<file path="src/hw/rtl/ppp_pkg.sv">
// ----------------------------------------------------------------------------
// ppp_pkg: shared types and constants of the perspective point projection unit
// Widths, register indexes, reset values and the item types that pass between
// the front, the queue and the back of the unit.
// ----------------------------------------------------------------------------
`timescale 1ns / 1ps
`default_nettype none

package ppp_pkg;

  localparam int unsigned POS_W      = 32;
  localparam int unsigned COEF_W     = 32;
  localparam int unsigned CFG_W      = 64;
  localparam int unsigned SIZE_W     = 14;
  localparam int unsigned IDX_W      = 3;
  localparam int unsigned NUM_MAT    = 6;
  localparam int unsigned PROD_W     = POS_W + COEF_W;
  localparam int unsigned PROD_SHIFT = 8;
  localparam int unsigned ACC_W      = 58;
  localparam int unsigned MAG_W      = ACC_W + 1;
  localparam int unsigned DIV_W      = ACC_W - 1;
  localparam int unsigned SCALE_SH   = 7;
  localparam int unsigned KK_W       = SIZE_W + SCALE_SH;
  localparam int unsigned QUO_W      = 32;
  localparam int unsigned P0_W       = QUO_W + KK_W;
  localparam int unsigned P1_W       = MAG_W - QUO_W + KK_W;
  localparam int unsigned NUM_W      = MAG_W + KK_W + 2;

  localparam logic signed [ACC_W-1:0] W_THRESHOLD = ACC_W'(16778);

  localparam logic [CFG_W-1:0]  RST_ROW0_01 = 64'd16777216;
  localparam logic [CFG_W-1:0]  RST_ROW0_23 = 64'd0;
  localparam logic [CFG_W-1:0]  RST_ROW1_01 = 64'd72057594037927936;
  localparam logic [CFG_W-1:0]  RST_ROW1_23 = 64'd0;
  localparam logic [CFG_W-1:0]  RST_ROW3_01 = 64'd0;
  localparam logic [CFG_W-1:0]  RST_ROW3_23 = 64'd72057594037927936;
  localparam logic [SIZE_W-1:0] RST_WIDTH   = 14'd1920;
  localparam logic [SIZE_W-1:0] RST_HEIGHT  = 14'd1080;

  localparam logic [QUO_W-1:0] SAT_MAX = 32'h7FFF_FFFF;
  localparam logic [QUO_W-1:0] SAT_MIN = 32'h8000_0000;

  typedef enum logic [IDX_W-1:0] {
    REG_ROW0_01  = 3'd0,
    REG_ROW0_23  = 3'd1,
    REG_ROW1_01  = 3'd2,
    REG_ROW1_23  = 3'd3,
    REG_ROW3_01  = 3'd4,
    REG_ROW3_23  = 3'd5,
    REG_WIDTH    = 3'd6,
    REG_HEIGHT   = 3'd7
  } reg_idx_e;

  typedef struct packed {
    logic [NUM_MAT-1:0][CFG_W-1:0] mat;
    logic [SIZE_W-1:0]             width;
    logic [SIZE_W-1:0]             height;
  } cfg_t;

  typedef struct packed {
    logic                  vis;
    logic [DIV_W-1:0]      w;
    logic [1:0]            neg;
    logic [1:0][MAG_W-1:0] mag;
  } item_t;

  typedef struct packed {
    logic             vis;
    logic [DIV_W-1:0] w;
    logic [1:0]       neg;
  } meta_t;

  function automatic logic [COEF_W-1:0] coef(cfg_t c, int unsigned row, int unsigned col);
    logic [IDX_W-1:0] idx;
    idx = IDX_W'(2 * row) + IDX_W'(col >> 1);
    return c.mat[idx][(col & 1) * COEF_W +: COEF_W];
  endfunction

endpackage

`default_nettype wire

</file>
<file path="src/hw/rtl/ppp_queue.sv">
// ----------------------------------------------------------------------------
// ppp_queue: short first-in first-out queue between front and back
// Register-based storage with read and write pointers and a fill count.
// ----------------------------------------------------------------------------
`timescale 1ns / 1ps
`default_nettype none

module ppp_queue import ppp_pkg::*; #(
  parameter int unsigned DEPTH = 4
) (
  input  logic  clk_i,
  input  logic  rst_ni,
  input  logic  push_i,
  input  item_t data_i,
  output logic  full_o,
  input  logic  pop_i,
  output item_t data_o,
  output logic  empty_o
);

  localparam int unsigned PTR_W = (DEPTH > 1) ? $clog2(DEPTH) : 1;
  localparam int unsigned CNT_W = $clog2(DEPTH + 1);
  localparam logic [PTR_W-1:0] LAST = PTR_W'(DEPTH - 1);
  localparam logic [CNT_W-1:0] FULL = CNT_W'(DEPTH);

  item_t            mem_q [DEPTH];
  logic [PTR_W-1:0] wr_q, wr_d, rd_q, rd_d;
  logic [CNT_W-1:0] cnt_q, cnt_d;
  logic             do_push, do_pop;

  assign full_o  = cnt_q == FULL;
  assign empty_o = cnt_q == '0;
  assign do_push = push_i && !full_o;
  assign do_pop  = pop_i && !empty_o;
  assign data_o  = mem_q[rd_q];

  always_comb begin
    wr_d  = do_push ? ((wr_q == LAST) ? '0 : wr_q + 1'b1) : wr_q;
    rd_d  = do_pop ? ((rd_q == LAST) ? '0 : rd_q + 1'b1) : rd_q;
    cnt_d = cnt_q + CNT_W'(do_push) - CNT_W'(do_pop);
  end

  always_ff @(posedge clk_i or negedge rst_ni) begin
    if (!rst_ni) begin
      wr_q  <= '0;
      rd_q  <= '0;
      cnt_q <= '0;
    end else begin
      wr_q  <= wr_d;
      rd_q  <= rd_d;
      cnt_q <= cnt_d;
    end
  end

  always_ff @(posedge clk_i) begin
    if (do_push) begin
      mem_q[wr_q] <= data_i;
    end
  end

endmodule

`default_nettype wire

</file>
<file path="config.mk">
export PLATFORM = sky130hd
export DESIGN_NAME = ppp_queue
export DESIGN_NICKNAME = d
export VERILOG_FILES = /design/src/hw/rtl/ppp_pkg.sv /design/src/hw/rtl/ppp_queue.sv
export SDC_FILE = /design/constraint.sdc
export NUM_CORES = 1
export LEC_CHECK = 0
export CORE_UTILIZATION = 45
export DETAILED_ROUTE_END_ITERATION = 6
export DONT_BUFFER_PORTS = 1
export PLACE_DENSITY = 0.68
export SYNTH_ARGS = -nofsm -noshare
export SYNTH_HDL_FRONTEND = slang
export SYNTH_SLANG_ARGS = --single-unit
</file>
<file path="constraint.sdc">
create_clock -name clk_i -period 7.4 [get_ports clk_i]
set_input_delay 0.37 -clock clk_i [delete_from_list [all_inputs] [get_ports clk_i]]
set_output_delay 0.37 -clock clk_i [all_outputs]
set_load 0.02 [all_outputs]
</file>
==> results of run 1 <==
timing repair:
action,CTS,global route
hold buffers,180,0
hold endpoints to repair,720,0
setup endpoints to repair,0,0
where the power goes:
part	internal, W	switching [W]
logic	0.00122	0.00229
registers	0.00537	0.000277
clock network	0.00206	0.00145
total	0.00865	0.00402
metrics by stage:
step | utilization (%) | power, W | cell area (um^2) | hold slack [ns] | cells
floorplan | - | 0.00857 | 26100 | 0.0744 | 969
global placement | 47.4 | 0.00917 | 26900 | 0.0747 | 1698
detailed placement | 47.4 | 0.00922 | 26900 | 0.0746 | 1698
CTS | 54.6 | 0.0129 | 31000 | 0.0897 | 2014
global route | 54.6 | 0.0132 | 31000 | 0.126 | 2019
finish | 54.6 | 0.0127 | 31000 | 0.137 | 2019
registers in the layout (all words and copies together), names as in the netlist:
register  cells
cnt_q         3
rd_q          2
wr_q          2
mem_q       712
cell type report:
type                            instances  area, um^2
Multi-Input combinational cell        203        4250
Antenna cell                            5        12.5
Timing Repair Buffer                  193        1940
Tap cell                              756         946
Sequential cell                       719       21600
Inverter                                7        26.3
Fill cell                            4195       25800
Clock inverter                         36         288
Clock buffer                          100        2020
final timing paths:
path                                end     start  slack (ns)  cells past startpoint
min reg2reg                    cnt_q[0]  cnt_q[0]        0.56                      1
max reg2reg                mem_q[3][90]  cnt_q[2]        4.27                      4
max in group asynchronous       rd_q[0]    rst_ni        6.94                      1
min                             wr_q[0]    rst_ni        0.14                      1
max                          data_o[88]   rd_q[1]        3.88                      2
min in group clk_i              rd_q[0]     pop_i        0.15                      2
routing by layer:
layer	vias to the layer above	global-route usage [%]	part of all wire, %
met2	391	26.4	49
met3	81	6.21	8.8
met5	-	0	0.054
li1	4685	-	-
met4	4	4.88	1.9
met1	5829	23.0	40
synth_stat cells, drive strengths merged:
master,number,area (um^2)
nor2,2,7.51
nor2b,1,6.26
edfxtp,712,21400
mux2,3,33.8
dfrtp,7,175
fa,1,20.0
o22ai,1,6.26
nor3,1,5.00
inv,7,26.3
buf,33,236
nor3b,1,7.51
xnor2,2,17.5
nand2b,1,6.26
nand2,1,3.75
clkbuf,7,26.3
ha,7,87.6
and2,4,25.0
mux4,178,4010
kinds of logic after synthesis:
logic type / Yosys count / synth area share, %
fa+ha+maj: 8 / 0.413
buf+inv: 47 / 1.11
mux: 181 / 15.5
simple gates: 11 / 0.235
compound gates: 1 / 0.0240
xor+xnor: 2 / 0.0672
flops: 719 / 82.7
critical path: stages, from the launching register on:
cell	delay (ns)
dfrtp_4	1.02
buf_4	0.90
mux4_2	0.53
==> results.toml, run 1 <==
[status]
status = "complete, no violations"

[routing]
vias = 10990
drc_errors = 0
drt_iter0_drc = 757
first_pass_iters = 5
drtAntennaViolNets = 0
routed_via_density = 5.44
drt-total-wl_mm = 49.8
routedWlPerCell_um = 24.7

[sta]
finClkSkew_ns = 0.0230
slew_headroom_pct = 26.7
hold_viol = 0
fmax_mhz = 284
finalMaxSlewViolations = 0
fin_crit_sh_pct = 47.5
rsz0062_at_grt = "no"
worstMarginPinSlew_ns = 1.10
fin_crit_ns = 3.52
finalSetupViolCount = 0
timing.setup.tns_ns = 0
fin_ws_ns = 3.88

[setup_path]
critPathArrivalTime_ns = 3.15
startpoint_type = "register"
worst-setup-path-type = "reg -> out"
required_ns = 7.03
end_kind = "output pin"
crit_fanout = 66

[grt]
grt_pass1_vias = 11550
grt-ovfl-total = 0
grt_util_all_layers_pct = 17.1
grt_pass1_wl_mm = 74.7
grt_max_degree = 148
antenna_found_initial = 7

[layout]
final_cell_mix = "edfxtp_1 (712), dlygate4sd3_1 (180), mux4_2 (178)"
drive_above_1_share_pct = 23.9
nets = 1389
final_common_cell = "edfxtp_1"
areaGrowthSynthToFinish_pct = 19.0

[place]
place_ws_ns = 4.24
port-buffer-count = 0
routabilityCongestion = 0.728
hpwl_mm = 27.8

[synthesis]
synth_warnings = 0
synthesis.instances = 969
syn_area_um2 = 26100
yosysSeqAreaShare_pct = 82.7
synth.distinct_cells = 20
ys_ff_latch = 719
syn_avg_cell_area_um2 = 26.9
syn_nets = 1159

[floorplanning]
coreArea_um2 = 56800
die_area_um2 = 58900
rows = 87
die_h_um = 243
die_w_um = 243
ios = 362
initial_core_util_pct = 45.9

[cts]
cts.path.max_buffers = 3
cts_max_level = 3
clk_pin_slew_worst_paths_ns = 0.06
clkLatencyLatePin_ns = 0.60
cts_root_buf = "clkbuf_16"
post_cts_buffers = 0
cts_resized = 0
clock_sinks = 719
cts_tree = "built"
cts_buffers = 75

[job]
maxCapViolCount = 0

[pwr]
p_per_area_nw_per_um2 = 408
vdd_drop_max_mv = 0.296
p_leak_nw = 9.82

[min_path]
hp-class = "in -> async"
No activity file was read; power rests on OpenSTA's default activity.
==> inputs of run 2 (changes only) <==
Clock period 7.4 ns to 3.7 ns, I/O delays scaled along.
==> results.toml, run 2 (synthesized netlist as in run 1, its figures left out) <==
[status]
status = "complete, no violations"

[layout]
final_cell_mix = "edfxtp_1 (712), dlygate4sd3_1 (182), mux4_2 (178)"
nFillCells = 4120
drive_above_1_share_pct = 25.5
regMostFlops = "mem_q"
nets = 1414
multi_input_area_um2 = 4250
top_regs = "mem_q: 712 flops, cnt_q: 3 flops"
areaGrowthSynthToFinish_pct = 20.5
largest_reg_flops = 712
final_common_cell = "edfxtp_1"
final_util_pct = 55.3
regArea_um2 = 21600
finalNonFillerCells = 2041

[setup_path]
crit_slowest_cell = "dfrtp_4"
end_kind = "output pin"
worst-setup-path-type = "reg -> out"
path_buf_inv = 1
startpoint_type = "register"
crit_fanout = 40
critPathArrivalTime_ns = 2.84
required_ns = 3.51
timing.rr.start = "cnt_q[2]"
crit_start = "rd_q[0]"
cp_slowest_stage_delay_ns = 1.10
critical_path.top_delay_family = "flip-flops"
crit_chain = "buf_4, mux4_2"

[sta]
slew_headroom_pct = 32.6
rsz0062_at_grt = "no"
finalMaxSlewViolations = 0
hold_viol = 0
worstMarginPinSlew_ns = 1.01
finClkSkew_ns = 0.0194
timing.setup.tns_ns = 0
fin_crit_ns = 3.02
finalSetupViolCount = 0
fin_crit_sh_pct = 81.8
fmax_mhz = 331

[cts]
clkLatencyLatePin_ns = 0.62
clk_pin_slew_worst_paths_ns = 0.06
cts_buffers = 73
clock_sinks = 719
post_cts_buffers = 0
cts_tree = "built"
cts.path.max_buffers = 3
cts_max_level = 3
cts_root_buf = "clkbuf_16"

[grt]
antenna_found_initial = 2
grt_pass1_vias = 11963
grt_max_degree = 57
grt-ovfl-total = 0
grt_pass1_wl_mm = 77.5
grt_util_all_layers_pct = 17.9

[routing]
drc_errors = 0
drt-total-wl_mm = 52.0
drt_iter0_drc = 706
drtAntennaViolNets = 0
first_pass_iters = 4
routed_via_density = 5.43
routedWlPerCell_um = 25.5
vias = 11080

[floorplanning]
die_w_um = 243
initial_core_util_pct = 45.9
rows = 87
die_area_um2 = 58900
ios = 362
die_h_um = 243
coreArea_um2 = 56800

[place]
hpwl_mm = 30.6
port-buffer-count = 0
routabilityCongestion = 0.732
placedCellCount = 1723

[pwr]
combPwrFrac_pct = 28.4
p_per_area_nw_per_um2 = 822
p_leak_nw = 10.0
vdd_drop_max_mv = 0.631
pwr-share-clk_pct = 27.7
p_sw_share_pct = 32.2
pwr-share-seq_pct = 43.9
p_sw_w = 0.00833
intPower_w = 0.0175

[job]
maxCapViolCount = 0

[min_path]
hold_start = "data_i[39]"
hp-class = "in -> reg"
==> run 2: cell count changes in the layout (fill, tap and decap cells not counted), moves of 2 or more <==
cell / previous run / this run
clkinv_1: 13 / 15
clkbuf_16: 77 / 73
dlygate4sd3_1: 180 / 182
diode_2: 5 / 3
buf_12: 3 / 16
buf_4: 10 / 22
clkbuf_1: 22 / 16
bufinv_16: 4 / 6
inv_16: 0 / 3
==> run 2: power groups by stage <==
stage,clock [W],combinational [W],sequential (W)
global route,0.00760,0.00774,0.0115
CTS,0.00730,0.00751,0.0114
finish,0.00716,0.00735,0.0113
floorplan,0,0.00575,0.0112
global placement,0,0.00719,0.0114
detailed placement,0,0.00724,0.0115
==> run 2: area by class of cell <==
class	count	share of cell area [%]
Sequential cell	719	68.6
Timing Repair Buffer	220	7.34
Antenna cell	3	0.0239
Inverter	7	0.0836
Tap cell	756	3.01
Clock buffer	89	6.00
Multi-Input combinational cell	203	13.5
Clock inverter	44	1.45
==> run 2: worst paths after layout <==
check / endpoint / slack (ns) / cells after the start
min: mem_q[1][39] / 0.28 / 1
min in group asynchronous: rd_q[1] / 0.48 / 2
max in group asynchronous: rd_q[0] / 2.93 / 2
max reg2reg: mem_q[1][37] / 1.16 / 4
min reg2reg: cnt_q[0] / 0.53 / 1
max: data_o[167] / 0.68 / 2
==> run 2: stage by stage <==
stage	area, um^2	worst slack [ns]	hold slack [ns]	power, W
5_1_grt	31400	0.486	0.255	0.0268
3_3_place_gp	27300	1.18	-0.110	0.0186
6_report	31400	0.675	0.276	0.0258
4_1_cts	31400	0.563	0.223	0.0262
3_5_place_dp	27300	1.12	-0.110	0.0188
2_1_floorplan	26100	0.105	-0.111	0.0170
==> run 2: what timing repair did <==
action,in CTS,in global routing
endpoints found under the hold margin,723,0
setup endpoints to repair,0,0
gates resized for setup,0,0
hold buffers,182,0
==> run 2: worst register-to-register path, delay by kind of cell (launching register included) <==
kind / cells / cell delay [ns]
buf+inv: 1 / 0.50
simple gates: 3 / 1.29
flops: 1 / 0.40
==> run 2: metal layers <==
layer	up-vias	GRT usage (%)	routed length [um]
met5	-	0	0
met4	0	5.66	1170
met1	5831	22.8	20200
met3	84	5.33	4210
li1	4724	-	-
met2	441	29.5	26400
